`src/design/jtm_pkg.sv`:
```
`timescale 1ns / 1ps
// ----------------------------------------------------------------------------
// Joystick-to-mouse package
// Shared item types, register codes and width helpers.
// ----------------------------------------------------------------------------
package jtm_pkg;

  localparam int SAMPLE_W    = 12;
  localparam int OFFSET_W    = 12;
  localparam int MARGIN_W    = 16;
  localparam int SCALE_W     = 12;
  localparam int MOVE_W      = 8;
  localparam int QUEUE_DEPTH = 2;
  localparam int PADDR_W     = 4;
  localparam int PDATA_W     = 32;

  localparam logic [1:0] REG_ZERO_OFFSET = 2'd0;
  localparam logic [1:0] REG_DEAD_MARGIN = 2'd1;
  localparam logic [1:0] REG_MOVE_SCALE  = 2'd2;

  localparam logic [OFFSET_W-1:0] ZERO_OFFSET_RST = 12'd2048;
  localparam logic [MARGIN_W-1:0] DEAD_MARGIN_RST = 16'd0;
  localparam logic [SCALE_W-1:0]  MOVE_SCALE_RST  = 12'd1;

  localparam logic [MOVE_W-1:0] MOVE_MAX = 8'h7f;
  localparam logic [MOVE_W-1:0] MOVE_MIN = 8'h80;

  typedef enum logic {
    OP_SAMPLE = 1'b0,
    OP_TICK   = 1'b1
  } op_e;

  typedef struct packed {
    logic                command;
    logic [SAMPLE_W-1:0] x_sample;
    logic [SAMPLE_W-1:0] y_sample;
  } in_item_t;

  typedef struct packed {
    logic signed [MOVE_W-1:0] move_x;
    logic signed [MOVE_W-1:0] move_y;
  } out_item_t;

  typedef struct packed {
    op_e                 op;
    logic [SAMPLE_W-1:0] x_sample;
    logic [SAMPLE_W-1:0] y_sample;
  } queue_entry_t;

  // Per-cycle commands from the sequencer to both axis lanes.
  typedef struct packed {
    logic write;
    logic read;
    logic clear;
    logic accum;
    logic adjust;
    logic dead;
    logic load;
    logic step;
  } lane_ctl_t;

  function automatic int addr_width(input int count);
    int w;
    w = (count > 1) ? $clog2(count) : 1;
    return w;
  endfunction

  // Signed width that holds the offset-corrected sum, the dead margin and
  // the rounding term without overflow.
  function automatic int sum_width(input int count, input int bits);
    int widest;
    int raw;
    widest = (bits > SAMPLE_W) ? bits : SAMPLE_W;
    raw    = widest + $clog2(count) + 2;
    return (raw > MARGIN_W + 2) ? raw : MARGIN_W + 2;
  endfunction

endpackage

```
`src/design/joystick_to_mouse_delta_top.sv`:
```
`timescale 1ns / 1ps
// ----------------------------------------------------------------------------
// Joystick-to-mouse delta top level
// Averages ring-buffered joystick samples per axis into saturated mouse moves.
//
//   Channel   Direction  Handshake               Payload
//   in        sink       in_valid_i/in_stall_o    in_data_i   (in_item_t)
//   out       source     out_valid_o/out_stall_i  out_data_o  (out_item_t)
//   config    APB slave  psel/penable/pready      paddr/pwdata/prdata
//
// Sample requests write the rings. Tick requests walk the rings one entry per
// cycle and then run the one-bit-per-cycle divider. The sum width SUM_W is
// at least 18. Rings read as zero after reset through per-entry valid bits.
// The two-entry queue keeps accepting, until it is full, while a tick is
// worked on or a result waits on out_stall_i.
// ----------------------------------------------------------------------------
module joystick_to_mouse_delta_top #(
  parameter int SAMPLE_COUNT = 8,
  parameter int SAMPLE_BITS  = 12
) (
  input  logic                           clk_i,
  input  logic                           rst_ni,
  input  logic                           in_valid_i,
  output logic                           in_stall_o,
  input  jtm_pkg::in_item_t              in_data_i,
  output logic                           out_valid_o,
  input  logic                           out_stall_i,
  output jtm_pkg::out_item_t             out_data_o,
  input  logic                           psel,
  input  logic                           penable,
  input  logic                           pwrite,
  input  logic [jtm_pkg::PADDR_W-1:0]    paddr,
  input  logic [jtm_pkg::PDATA_W-1:0]    pwdata,
  output logic [jtm_pkg::PDATA_W-1:0]    prdata,
  output logic                           pready
);

  localparam int AddrW = jtm_pkg::addr_width(SAMPLE_COUNT);

  logic [jtm_pkg::OFFSET_W-1:0] zero_offset_q;
  logic [jtm_pkg::MARGIN_W-1:0] dead_margin_q;
  logic [jtm_pkg::SCALE_W-1:0]  move_scale_q;
  logic                         cfg_wr;
  logic [1:0]                   reg_idx;

  logic                         q_valid;
  logic                         q_pop;
  jtm_pkg::queue_entry_t        q_entry;
  jtm_pkg::lane_ctl_t           lane_ctl;
  logic [AddrW-1:0]             wr_addr;
  logic [AddrW-1:0]             rd_addr;
  logic signed [jtm_pkg::MOVE_W-1:0] move_x;
  logic signed [jtm_pkg::MOVE_W-1:0] move_y;

  assign pready  = 1'b1;
  assign reg_idx = paddr[3:2];
  assign cfg_wr  = psel && penable && pwrite && pready;

  always_ff @(posedge clk_i or negedge rst_ni) begin
    if (!rst_ni) begin
      zero_offset_q <= jtm_pkg::ZERO_OFFSET_RST;
      dead_margin_q <= jtm_pkg::DEAD_MARGIN_RST;
      move_scale_q  <= jtm_pkg::MOVE_SCALE_RST;
    end else if (cfg_wr) begin
      case (reg_idx)
        jtm_pkg::REG_ZERO_OFFSET: zero_offset_q <= pwdata[jtm_pkg::OFFSET_W-1:0];
        jtm_pkg::REG_DEAD_MARGIN: dead_margin_q <= pwdata[jtm_pkg::MARGIN_W-1:0];
        jtm_pkg::REG_MOVE_SCALE:  move_scale_q  <= pwdata[jtm_pkg::SCALE_W-1:0];
        default: begin
        end
      endcase
    end
  end

  always_comb begin
    case (reg_idx)
      jtm_pkg::REG_ZERO_OFFSET: prdata = jtm_pkg::PDATA_W'(zero_offset_q);
      jtm_pkg::REG_DEAD_MARGIN: prdata = jtm_pkg::PDATA_W'(dead_margin_q);
      jtm_pkg::REG_MOVE_SCALE:  prdata = jtm_pkg::PDATA_W'(move_scale_q);
      default:                  prdata = '0;
    endcase
  end

  jtm_front u_front (
    .clk_i      (clk_i),
    .rst_ni     (rst_ni),
    .in_valid_i (in_valid_i),
    .in_stall_o (in_stall_o),
    .in_data_i  (in_data_i),
    .q_valid_o  (q_valid),
    .q_entry_o  (q_entry),
    .q_pop_i    (q_pop)
  );

  jtm_axis #(
    .SAMPLE_COUNT (SAMPLE_COUNT),
    .SAMPLE_BITS  (SAMPLE_BITS)
  ) u_axis_x (
    .clk_i         (clk_i),
    .rst_ni        (rst_ni),
    .ctl_i         (lane_ctl),
    .wr_addr_i     (wr_addr),
    .rd_addr_i     (rd_addr),
    .wr_data_i     (q_entry.x_sample),
    .zero_offset_i (zero_offset_q),
    .dead_margin_i (dead_margin_q),
    .move_scale_i  (move_scale_q),
    .move_o        (move_x)
  );

  jtm_axis #(
    .SAMPLE_COUNT (SAMPLE_COUNT),
    .SAMPLE_BITS  (SAMPLE_BITS)
  ) u_axis_y (
    .clk_i         (clk_i),
    .rst_ni        (rst_ni),
    .ctl_i         (lane_ctl),
    .wr_addr_i     (wr_addr),
    .rd_addr_i     (rd_addr),
    .wr_data_i     (q_entry.y_sample),
    .zero_offset_i (zero_offset_q),
    .dead_margin_i (dead_margin_q),
    .move_scale_i  (move_scale_q),
    .move_o        (move_y)
  );

  jtm_back #(
    .SAMPLE_COUNT (SAMPLE_COUNT),
    .SAMPLE_BITS  (SAMPLE_BITS)
  ) u_back (
    .clk_i       (clk_i),
    .rst_ni      (rst_ni),
    .q_valid_i   (q_valid),
    .q_entry_i   (q_entry),
    .q_pop_o     (q_pop),
    .ctl_o       (lane_ctl),
    .wr_addr_o   (wr_addr),
    .rd_addr_o   (rd_addr),
    .move_x_i    (move_x),
    .move_y_i    (move_y),
    .out_valid_o (out_valid_o),
    .out_stall_i (out_stall_i),
    .out_data_o  (out_data_o)
  );

endmodule

```
`src/design/jtm_front.sv`:
```
`timescale 1ns / 1ps
// ----------------------------------------------------------------------------
// Joystick-to-mouse front end
// Accepts input requests, classifies them into sample or tick operations and
// holds them in a short queue for the back end.
// ----------------------------------------------------------------------------
module jtm_front (
  input  logic                   clk_i,
  input  logic                   rst_ni,
  input  logic                   in_valid_i,
  output logic                   in_stall_o,
  input  jtm_pkg::in_item_t      in_data_i,
  output logic                   q_valid_o,
  output jtm_pkg::queue_entry_t  q_entry_o,
  input  logic                   q_pop_i
);

  localparam int Depth = jtm_pkg::QUEUE_DEPTH;
  localparam int PtrW  = (Depth > 1) ? $clog2(Depth) : 1;
  localparam int CntW  = $clog2(Depth + 1);

  jtm_pkg::queue_entry_t ent_q [Depth];
  jtm_pkg::queue_entry_t new_entry;
  logic [PtrW-1:0] wr_ptr_q, wr_ptr_d;
  logic [PtrW-1:0] rd_ptr_q, rd_ptr_d;
  logic [CntW-1:0] cnt_q, cnt_d;
  logic            push;
  logic            pop;

  always_comb begin
    new_entry.op       = in_data_i.command ? jtm_pkg::OP_TICK : jtm_pkg::OP_SAMPLE;
    new_entry.x_sample = in_data_i.x_sample;
    new_entry.y_sample = in_data_i.y_sample;
  end

  assign in_stall_o = (cnt_q == CntW'(Depth));
  assign push       = in_valid_i && !in_stall_o;
  assign pop        = q_pop_i && q_valid_o;
  assign q_valid_o  = (cnt_q != '0);
  assign q_entry_o  = ent_q[rd_ptr_q];

  always_comb begin
    wr_ptr_d = wr_ptr_q;
    rd_ptr_d = rd_ptr_q;
    cnt_d    = cnt_q;
    if (push) begin
      wr_ptr_d = (wr_ptr_q == PtrW'(Depth - 1)) ? '0 : wr_ptr_q + 1'b1;
    end
    if (pop) begin
      rd_ptr_d = (rd_ptr_q == PtrW'(Depth - 1)) ? '0 : rd_ptr_q + 1'b1;
    end
    if (push && !pop) begin
      cnt_d = cnt_q + 1'b1;
    end else if (pop && !push) begin
      cnt_d = cnt_q - 1'b1;
    end
  end

  always_ff @(posedge clk_i or negedge rst_ni) begin
    if (!rst_ni) begin
      wr_ptr_q <= '0;
      rd_ptr_q <= '0;
      cnt_q    <= '0;
    end else begin
      wr_ptr_q <= wr_ptr_d;
      rd_ptr_q <= rd_ptr_d;
      cnt_q    <= cnt_d;
    end
  end

  always_ff @(posedge clk_i) begin
    if (push) begin
      ent_q[wr_ptr_q] <= new_entry;
    end
  end

endmodule

```
`src/design/jtm_axis.sv`:
```
`timescale 1ns / 1ps
// ----------------------------------------------------------------------------
// Joystick-to-mouse axis lane
// Sample ring for one axis plus the datapath that sums it, removes the zero offset,
// applies the dead zone and rounding, divides serially and saturates the move.
// ----------------------------------------------------------------------------
module jtm_axis #(
  parameter int SAMPLE_COUNT = 8,
  parameter int SAMPLE_BITS  = 12
) (
  input  logic                                          clk_i,
  input  logic                                          rst_ni,
  input  jtm_pkg::lane_ctl_t                            ctl_i,
  input  logic [jtm_pkg::addr_width(SAMPLE_COUNT)-1:0]  wr_addr_i,
  input  logic [jtm_pkg::addr_width(SAMPLE_COUNT)-1:0]  rd_addr_i,
  input  logic [jtm_pkg::SAMPLE_W-1:0]                  wr_data_i,
  input  logic [jtm_pkg::OFFSET_W-1:0]                  zero_offset_i,
  input  logic [jtm_pkg::MARGIN_W-1:0]                  dead_margin_i,
  input  logic [jtm_pkg::SCALE_W-1:0]                   move_scale_i,
  output logic signed [jtm_pkg::MOVE_W-1:0]             move_o
);

  localparam int SumW = jtm_pkg::sum_width(SAMPLE_COUNT, SAMPLE_BITS);
  localparam int DvsW = jtm_pkg::SCALE_W + $clog2(SAMPLE_COUNT);
  localparam int MoveW = jtm_pkg::MOVE_W;

  logic [SAMPLE_BITS-1:0]  ring_q [SAMPLE_COUNT];
  logic [SAMPLE_COUNT-1:0] vld_q;
  logic [SAMPLE_BITS-1:0]  rd_data_q;
  logic                    rd_vld_q;

  logic signed [SumW-1:0]  acc_q, acc_d;
  logic [SumW-1:0]         dnd_q;
  logic [DvsW-1:0]         rem_q;
  logic [DvsW-1:0]         dvs_q;
  logic                    neg_q;

  logic [SAMPLE_BITS-1:0]  rd_val;
  logic [SumW-1:0]         off_n;
  logic [SumW-1:0]         acc_mag;
  logic                    in_dead;
  logic [jtm_pkg::SCALE_W-1:0] scale_eff;
  logic [SumW-1:0]         half;
  logic [DvsW:0]           trial;
  logic                    fits;
  logic [MoveW-1:0]        q_lo;

  // Ring storage; entries not yet written read as zero through the valid bits.
  always_ff @(posedge clk_i) begin
    if (ctl_i.write) begin
      ring_q[wr_addr_i] <= SAMPLE_BITS'(wr_data_i);
    end
    if (ctl_i.read) begin
      rd_data_q <= ring_q[rd_addr_i];
    end
  end

  always_ff @(posedge clk_i or negedge rst_ni) begin
    if (!rst_ni) begin
      vld_q    <= '0;
      rd_vld_q <= 1'b0;
    end else begin
      if (ctl_i.write) begin
        vld_q[wr_addr_i] <= 1'b1;
      end
      if (ctl_i.read) begin
        rd_vld_q <= vld_q[rd_addr_i];
      end
    end
  end

  always_comb begin
    rd_val    = rd_vld_q ? rd_data_q : '0;
    off_n     = SumW'(zero_offset_i) * SumW'(SAMPLE_COUNT);
    acc_mag   = acc_q[SumW-1] ? SumW'(-acc_q) : SumW'(acc_q);
    in_dead   = (acc_mag <= SumW'(dead_margin_i));
    scale_eff = (move_scale_i == '0) ? jtm_pkg::SCALE_W'(1) : move_scale_i;
    half      = SumW'(scale_eff >> 1);
    trial     = {rem_q, dnd_q[SumW-1]};
    fits      = (trial >= {1'b0, dvs_q});
  end

  always_comb begin
    acc_d = acc_q;
    if (ctl_i.clear) begin
      acc_d = '0;
    end else if (ctl_i.accum) begin
      acc_d = acc_q + $signed(SumW'(rd_val));
    end else if (ctl_i.adjust) begin
      acc_d = acc_q - $signed(off_n);
    end else if (ctl_i.dead) begin
      acc_d = (in_dead ? '0 : acc_q) + $signed(half);
    end
  end

  // Dividing by scale and then by the ring size equals one division by their
  // product for the magnitude; the sign is put back afterwards.
  always_ff @(posedge clk_i) begin
    acc_q <= acc_d;
    if (ctl_i.adjust) begin
      dvs_q <= DvsW'(scale_eff) * DvsW'(SAMPLE_COUNT);
    end
    if (ctl_i.load) begin
      neg_q <= acc_q[SumW-1];
      dnd_q <= acc_mag;
      rem_q <= '0;
    end else if (ctl_i.step) begin
      dnd_q <= {dnd_q[SumW-2:0], fits};
      rem_q <= fits ? DvsW'(trial - {1'b0, dvs_q}) : trial[DvsW-1:0];
    end
  end

  assign q_lo = dnd_q[MoveW-1:0];

  always_comb begin
    if (neg_q) begin
      move_o = (dnd_q > SumW'(128)) ? jtm_pkg::MOVE_MIN : MoveW'(~q_lo + 1'b1);
    end else begin
      move_o = (dnd_q > SumW'(127)) ? jtm_pkg::MOVE_MAX : q_lo;
    end
  end

endmodule

```
`src/design/jtm_back.sv`:
```
`timescale 1ns / 1ps
// ----------------------------------------------------------------------------
// Joystick-to-mouse back end
// Sequencer that drains the queue: sample requests write the rings, tick
// requests walk the rings, run the lane arithmetic and load the output.
// ----------------------------------------------------------------------------
module jtm_back #(
  parameter int SAMPLE_COUNT = 8,
  parameter int SAMPLE_BITS  = 12
) (
  input  logic                                          clk_i,
  input  logic                                          rst_ni,
  input  logic                                          q_valid_i,
  input  jtm_pkg::queue_entry_t                         q_entry_i,
  output logic                                          q_pop_o,
  output jtm_pkg::lane_ctl_t                            ctl_o,
  output logic [jtm_pkg::addr_width(SAMPLE_COUNT)-1:0]  wr_addr_o,
  output logic [jtm_pkg::addr_width(SAMPLE_COUNT)-1:0]  rd_addr_o,
  input  logic signed [jtm_pkg::MOVE_W-1:0]             move_x_i,
  input  logic signed [jtm_pkg::MOVE_W-1:0]             move_y_i,
  output logic                                          out_valid_o,
  input  logic                                          out_stall_i,
  output jtm_pkg::out_item_t                            out_data_o
);

  localparam int AddrW   = jtm_pkg::addr_width(SAMPLE_COUNT);
  localparam int SumW    = jtm_pkg::sum_width(SAMPLE_COUNT, SAMPLE_BITS);
  localparam int CntW    = $clog2(SAMPLE_COUNT + 1);
  localparam int DivCntW = $clog2(SumW);

  localparam logic [2:0] S_IDLE = 3'd0;
  localparam logic [2:0] S_SUM  = 3'd1;
  localparam logic [2:0] S_ADJ  = 3'd2;
  localparam logic [2:0] S_DZ   = 3'd3;
  localparam logic [2:0] S_LOAD = 3'd4;
  localparam logic [2:0] S_DIV  = 3'd5;
  localparam logic [2:0] S_OUT  = 3'd6;

  logic [2:0]         state_q, state_d;
  logic [AddrW-1:0]   slot_q, slot_d;
  logic [CntW-1:0]    cnt_q, cnt_d;
  logic [DivCntW-1:0] div_cnt_q, div_cnt_d;
  logic               rd_pend_q;
  logic               out_valid_q, out_valid_d;
  logic               out_load;
  jtm_pkg::out_item_t out_data_q;

  assign q_pop_o     = (state_q == S_IDLE) && q_valid_i;
  assign wr_addr_o   = slot_q;
  assign rd_addr_o   = cnt_q[AddrW-1:0];
  assign out_valid_o = out_valid_q;
  assign out_data_o  = out_data_q;

  always_comb begin
    state_d   = state_q;
    slot_d    = slot_q;
    cnt_d     = cnt_q;
    div_cnt_d = div_cnt_q;
    out_load  = 1'b0;
    ctl_o     = '0;
    ctl_o.accum = rd_pend_q;
    case (state_q)
      S_IDLE: begin
        if (q_valid_i) begin
          if (q_entry_i.op == jtm_pkg::OP_TICK) begin
            ctl_o.clear = 1'b1;
            cnt_d       = '0;
            state_d     = S_SUM;
          end else begin
            ctl_o.write = 1'b1;
            slot_d = (slot_q == AddrW'(SAMPLE_COUNT - 1)) ? '0 : slot_q + 1'b1;
          end
        end
      end
      S_SUM: begin
        // Reads are issued one per cycle; each datum is summed in the next cycle.
        if (cnt_q < CntW'(SAMPLE_COUNT)) begin
          ctl_o.read = 1'b1;
          cnt_d      = cnt_q + 1'b1;
        end else begin
          state_d = S_ADJ;
        end
      end
      S_ADJ: begin
        ctl_o.adjust = 1'b1;
        state_d      = S_DZ;
      end
      S_DZ: begin
        ctl_o.dead = 1'b1;
        state_d    = S_LOAD;
      end
      S_LOAD: begin
        ctl_o.load = 1'b1;
        div_cnt_d  = '0;
        state_d    = S_DIV;
      end
      S_DIV: begin
        ctl_o.step = 1'b1;
        div_cnt_d  = div_cnt_q + 1'b1;
        if (div_cnt_q == DivCntW'(SumW - 1)) begin
          state_d = S_OUT;
        end
      end
      S_OUT: begin
        if (!out_valid_q || !out_stall_i) begin
          out_load = 1'b1;
          state_d  = S_IDLE;
        end
      end
      default: begin
        state_d = S_IDLE;
      end
    endcase
  end

  assign out_valid_d = out_load || (out_valid_q && out_stall_i);

  always_ff @(posedge clk_i or negedge rst_ni) begin
    if (!rst_ni) begin
      state_q     <= S_IDLE;
      slot_q      <= '0;
      cnt_q       <= '0;
      div_cnt_q   <= '0;
      rd_pend_q   <= 1'b0;
      out_valid_q <= 1'b0;
    end else begin
      state_q     <= state_d;
      slot_q      <= slot_d;
      cnt_q       <= cnt_d;
      div_cnt_q   <= div_cnt_d;
      rd_pend_q   <= ctl_o.read;
      out_valid_q <= out_valid_d;
    end
  end

  always_ff @(posedge clk_i) begin
    if (out_load) begin
      out_data_q.move_x <= move_x_i;
      out_data_q.move_y <= move_y_i;
    end
  end

  a_out_from_seq: assert property (@(posedge clk_i) disable iff (!rst_ni)
    $rose(out_valid_q) |-> $past(state_q) == S_OUT)
    else $error("output became valid without a finished tick");

  a_cnt_range: assert property (@(posedge clk_i) disable iff (!rst_ni)
    cnt_q <= CntW'(SAMPLE_COUNT))
    else $error("ring read counter beyond ring size");

  a_last_summed: assert property (@(posedge clk_i) disable iff (!rst_ni)
    (state_q == S_SUM) && (cnt_q == CntW'(SAMPLE_COUNT)) |-> rd_pend_q)
    else $error("last ring entry not summed before offset correction");

  a_div_start: assert property (@(posedge clk_i) disable iff (!rst_ni)
    state_q == S_LOAD |=> (state_q == S_DIV) && (div_cnt_q == '0))
    else $error("divider did not start from step zero");

endmodule
```
`config.mk`:
```
export PLATFORM = sky130hd
export DESIGN_NAME = joystick_to_mouse_delta_top
export DESIGN_NICKNAME = d
export VERILOG_FILES = /design/src/design/jtm_pkg.sv /design/src/design/joystick_to_mouse_delta_top.sv /design/src/design/jtm_front.sv /design/src/design/jtm_axis.sv /design/src/design/jtm_back.sv
export SDC_FILE = /design/constraint.sdc
export NUM_CORES = 1
export LEC_CHECK = 0
export BUFFER_PORTS_ARGS = -buffer_cell sky130_fd_sc_hd__buf_2
export CAP_MARGIN = 20
export CORE_ASPECT_RATIO = 0.5
export CORE_MARGIN = 2
export CORE_UTILIZATION = 30
export CTS_CLUSTER_DIAMETER = 150
export DETAILED_ROUTE_END_ITERATION = 6
export PLACE_DENSITY = 0.47
export SLEW_MARGIN = 20
export SYNTH_ARGS = -nofsm -noshare
export SYNTH_HDL_FRONTEND = slang
export SYNTH_SLANG_ARGS = --single-unit
```
`constraint.sdc`:
```
create_clock -name clk_i -period 6.6 [get_ports clk_i]
set_input_delay 0.33 -clock clk_i [delete_from_list [all_inputs] [get_ports clk_i]]
set_output_delay 0.33 -clock clk_i [all_outputs]
set_load 0.01 [all_outputs]
```
==> flow_metrics.py <==
metrics = {
    "power_and_ir_drop": {
        "peakVddDrop_mv": 0.221,
        "power-per-cell-area_nw_per_um2": 495,
        "leakage_nw": 11.1,
    },
    "synthesis": {
        "netlist_area_um2": 25600,
        "ys_async_sr_fraction_pct": 16.6,
        "synthDominantCellAreaShare_pct": 39.0,
        "syn_avg_cell_area_um2": 11.3,
        "yosysTopAreaCell": "edfxtp_1",
        "synth_edf_count": 332,
        "synth_ff_type": "edfxtp_1",
        "synth_cell_types": 82,
        "yosys_warnings": 0,
        "synth_cells": 2267,
        "synth-seq-area-share_pct": 51.8,
        "yosys-top-cells-area": "edfxtp_1, dfrtp_1, ha_1",
        "ys_seq_elements": 477,
    },
    "critical_path": {
        "critPathMaxFanout": 9,
        "cpPeakStageDelay_ns": 0.52,
        "regToRegSetupSlack_ns": 0.49,
        "worstPathCellList": "nor4_1 > buf_4 > nand2_1 > or2_1 > o41ai_1 > xnor2_1 > ha_1 > a211oi_1 > nor2_1 > nor3_1 > nor2_1 > nor3_2 > o221ai_4 > nand2_1 > inv_1 > ha_1 > a211oi_1 > nor2_1 > o31a_1 > o311a_1 > o311a_1 > mux2_2 > or4_1 > a221oi_2",
        "r2r-end": "u_axis_y.acc_q[17]$_SDFFE_PP0P_",
        "crit_top_cell": "nor2_1",
        "crit_path_top_delay_cell": "or4_1",
        "worstSetupPathType": "flip-flop to flip-flop",
        "start_kind": "flip-flop",
        "crit_start": "u_axis_y.acc_q[4]$_SDFFE_PP0P_",
        "crit_arrival_ns": 6.62,
        "r2r-start": "u_axis_y.acc_q[4]$_SDFFE_PP0P_",
        "critPathCaptureType": "flip-flop",
        "required_ns": 7.11,
        "crit_path_end": "u_axis_y.acc_q[17]$_SDFFE_PP0P_",
        "r2r_cells": 24,
    },
    "cells_and_area": {
        "area_growth_pct": 14.8,
        "fillers": 8327,
        "fin_util_pct": 34.9,
        "mostFrequentLayoutCells": "edfxtp_1, nand2_1, o21ai_0",
        "fin_cells": 3546,
        "multi_input_area_um2": 11600,
        "nets": 2601,
        "mostFrequentLayoutCell": "edfxtp_1",
        "seq_area_um2": 13300,
        "drive_gt1_share_pct": 16.3,
    },
    "routing": {
        "wl_per_cell_um": 19.8,
        "dr.first_iter.drc_count": 1150,
        "routed_wl_mm": 70.2,
        "drtPass1Iterations": 5,
        "drc_errors": 0,
        "vias": 17695,
        "ant_nets": 0,
        "vias_per_cell": 4.99,
    },
    "timing": {
        "worst_pin_slew_ns": 1.08,
        "slew_violations": 0,
        "maxSlewHeadroom_pct": 28.0,
        "post-route-period-util_pct": 92.6,
        "fin_crit_ns": 6.11,
        "hold_viol": 0,
        "fin_worst_skew_ns": 0.0378,
        "setup_viol": 0,
        "worst_hold_slack_ns": 0.0358,
        "max_freq_mhz": 164,
        "rsz0062_at_grt": "false",
        "final.setup.tns_ns": 0,
    },
    "die": {
        "fp.dieW_um": 417,
        "start_util_pct": 30.4,
        "die_area_um2": 87800,
        "fp.dieH_um": 211,
        "core_area_um2": 84200,
        "io_pins": 119,
        "num_rows": 75,
    },
    "clocking": {
        "post_cts_buffers": 0,
        "numCtsBuffers": 48,
        "htreeDepth": 2,
        "cts_sinks": 477,
        "clock_latency_ns": 0.62,
        "cts_root_buf": "clkbuf_16",
        "cts.clk_slew.worst_paths_ns": 0.06,
        "cts_tree": "yes",
        "cts_buffer_depth": 3,
    },
    "grt": {
        "grt_use_total_pct": 16.0,
        "grt_max_degree": 56,
        "grt_pass1_wl_mm": 108,
        "antenna_found_initial": 1,
        "grt_overflow_total": 0,
        "grt_pass1_vias": 17670,
    },
    "place": {
        "dp.cells": 3416,
        "gp_congestion": 0.892,
        "hpwl_mm": 49.0,
        "io_buffer_count": 83,
    },
    "status": {
        "status": "complete, no violations",
    },
    "flow_run": {
        "cap_violations": 0,
    },
    "worst_hold_path": {
        "min_path_type": "input port to flip-flop",
    },
}
## cell type report
class / instances / share of cell area (%)
diodes: 1 / 0.00851
clock buffers: 71 / 4.55
clock inverters: 19 / 0.702
inverters: 102 / 1.30
multi-input cells: 1582 / 39.3
flip-flops and latches: 477 / 45.2
well taps: 1116 / 4.75
repair buffers: 178 / 4.18
## power breakdown
group	internal (mW)	switching, mW
clock network	1.50	1.22
logic	2.92	4.06
registers	4.18	0.670
## synthesized netlist by cell type (all sizes together), types with 8 or more instances
library cell,count
clkbuf,90
nand2,256
a31oi,17
nand2b,47
xor2,23
dfxtp,66
and3,9
and2,39
nand3,45
edfxtp,332
nand4,11
ha,136
dfrtp,77
mux4,52
or3,21
a211oi,28
o21a,31
inv,101
mux2,77
o21ai,151
a21oi,108
xnor2,77
nor2b,27
o31a,14
o31ai,22
nor2,123
mux2i,21
nor4,17
o311ai,16
fa,8
a21o,14
buf,31
nor3,44
or2,24
## worst min path at each step
stage                     startpoint                             to  slack, ns  cells after the start
after floorplan               rst_ni   dead_margin_q[0]$_DFFE_PN0P_       0.03                      0
after global placement        rst_ni    u_back.cnt_q[1]$_DFFE_PN0P_       0.29                      1
after detailed placement      rst_ni    u_back.cnt_q[0]$_DFFE_PN0P_       0.29                      1
after CTS                 pwdata[15]  dead_margin_q[15]$_DFFE_PN0P_      0.003                      3
after global routing      pwdata[15]  dead_margin_q[15]$_DFFE_PN0P_       0.04                      3
final                      pwdata[3]   dead_margin_q[3]$_DFFE_PN0P_       0.04                      3
## repair_timing
item                                    in CTS  in global routing
endpoints found under the setup margin       0                  6
hold buffers                                39                  0
hold endpoints to repair                   107                  0
resized for setup                            0                  6
## state kept, by name (all words and copies together) (netlist names), 12 cells and up
signal,flops
u_axis_x.rem_q,15
dead_margin_q,16
zero_offset_q,12
u_axis_x.dnd_q,18
u_front.ent_q,50
u_axis_x.acc_q,18
u_axis_y.dvs_q,12
u_axis_y.rem_q,15
u_axis_y.acc_q,18
u_axis_x.ring_q,96
u_axis_y.ring_q,96
u_axis_y.rd_data_q,12
move_scale_q,12
u_axis_x.rd_data_q,12
u_back.out_data_o,16
u_axis_y.dnd_q,18
## cell families (layout without fill, tap and decap cells)
kind of cell	Yosys count	count (layout)	synth area share (%)
buffers and inverters	223	370	3.53
xor gates and xnor gates	100	100	3.42
DFF	477	477	51.8
and+or+nand+nor	690	690	13.0
adders and majority gates	144	144	7.27
AOI/OAI and AO/OA	481	481	12.1
muxes	150	150	8.78
other	2	18	0.0293
## metrics by stage
step	setup WS (ns)	power, mW	instance area, µm²
5_1_grt	0.0139	15.7	29400
6_report	0.490	14.5	29400
2_1_floorplan	0.702	9.77	25700
3_3_place_gp	0.478	11.8	27400
4_1_cts	0.361	14.6	29400
3_5_place_dp	0.386	11.8	27400
## worst max-delay path, delay by kind of cell, from the launching register on
family | cells | cell delay, ns
muxes | 1 | 0.28
DFF | 1 | 0.31
adders and majority gates | 2 | 0.58
buffers and inverters | 2 | 0.26
and+or+nand+nor | 10 | 2.01
AOI/OAI and AO/OA | 8 | 2.37
xor gates and xnor gates | 1 | 0.22
## layer usage
layer  GRT usage (%)  routed length (µm)  up-vias
li1                -                   -     8591
met1            23.2               35400     8676
met2            24.7               30100      343
met3            2.68                3010       85
met4            4.55                1770        0
met5               0                   0        -
(Power assumes the default switching activity.)
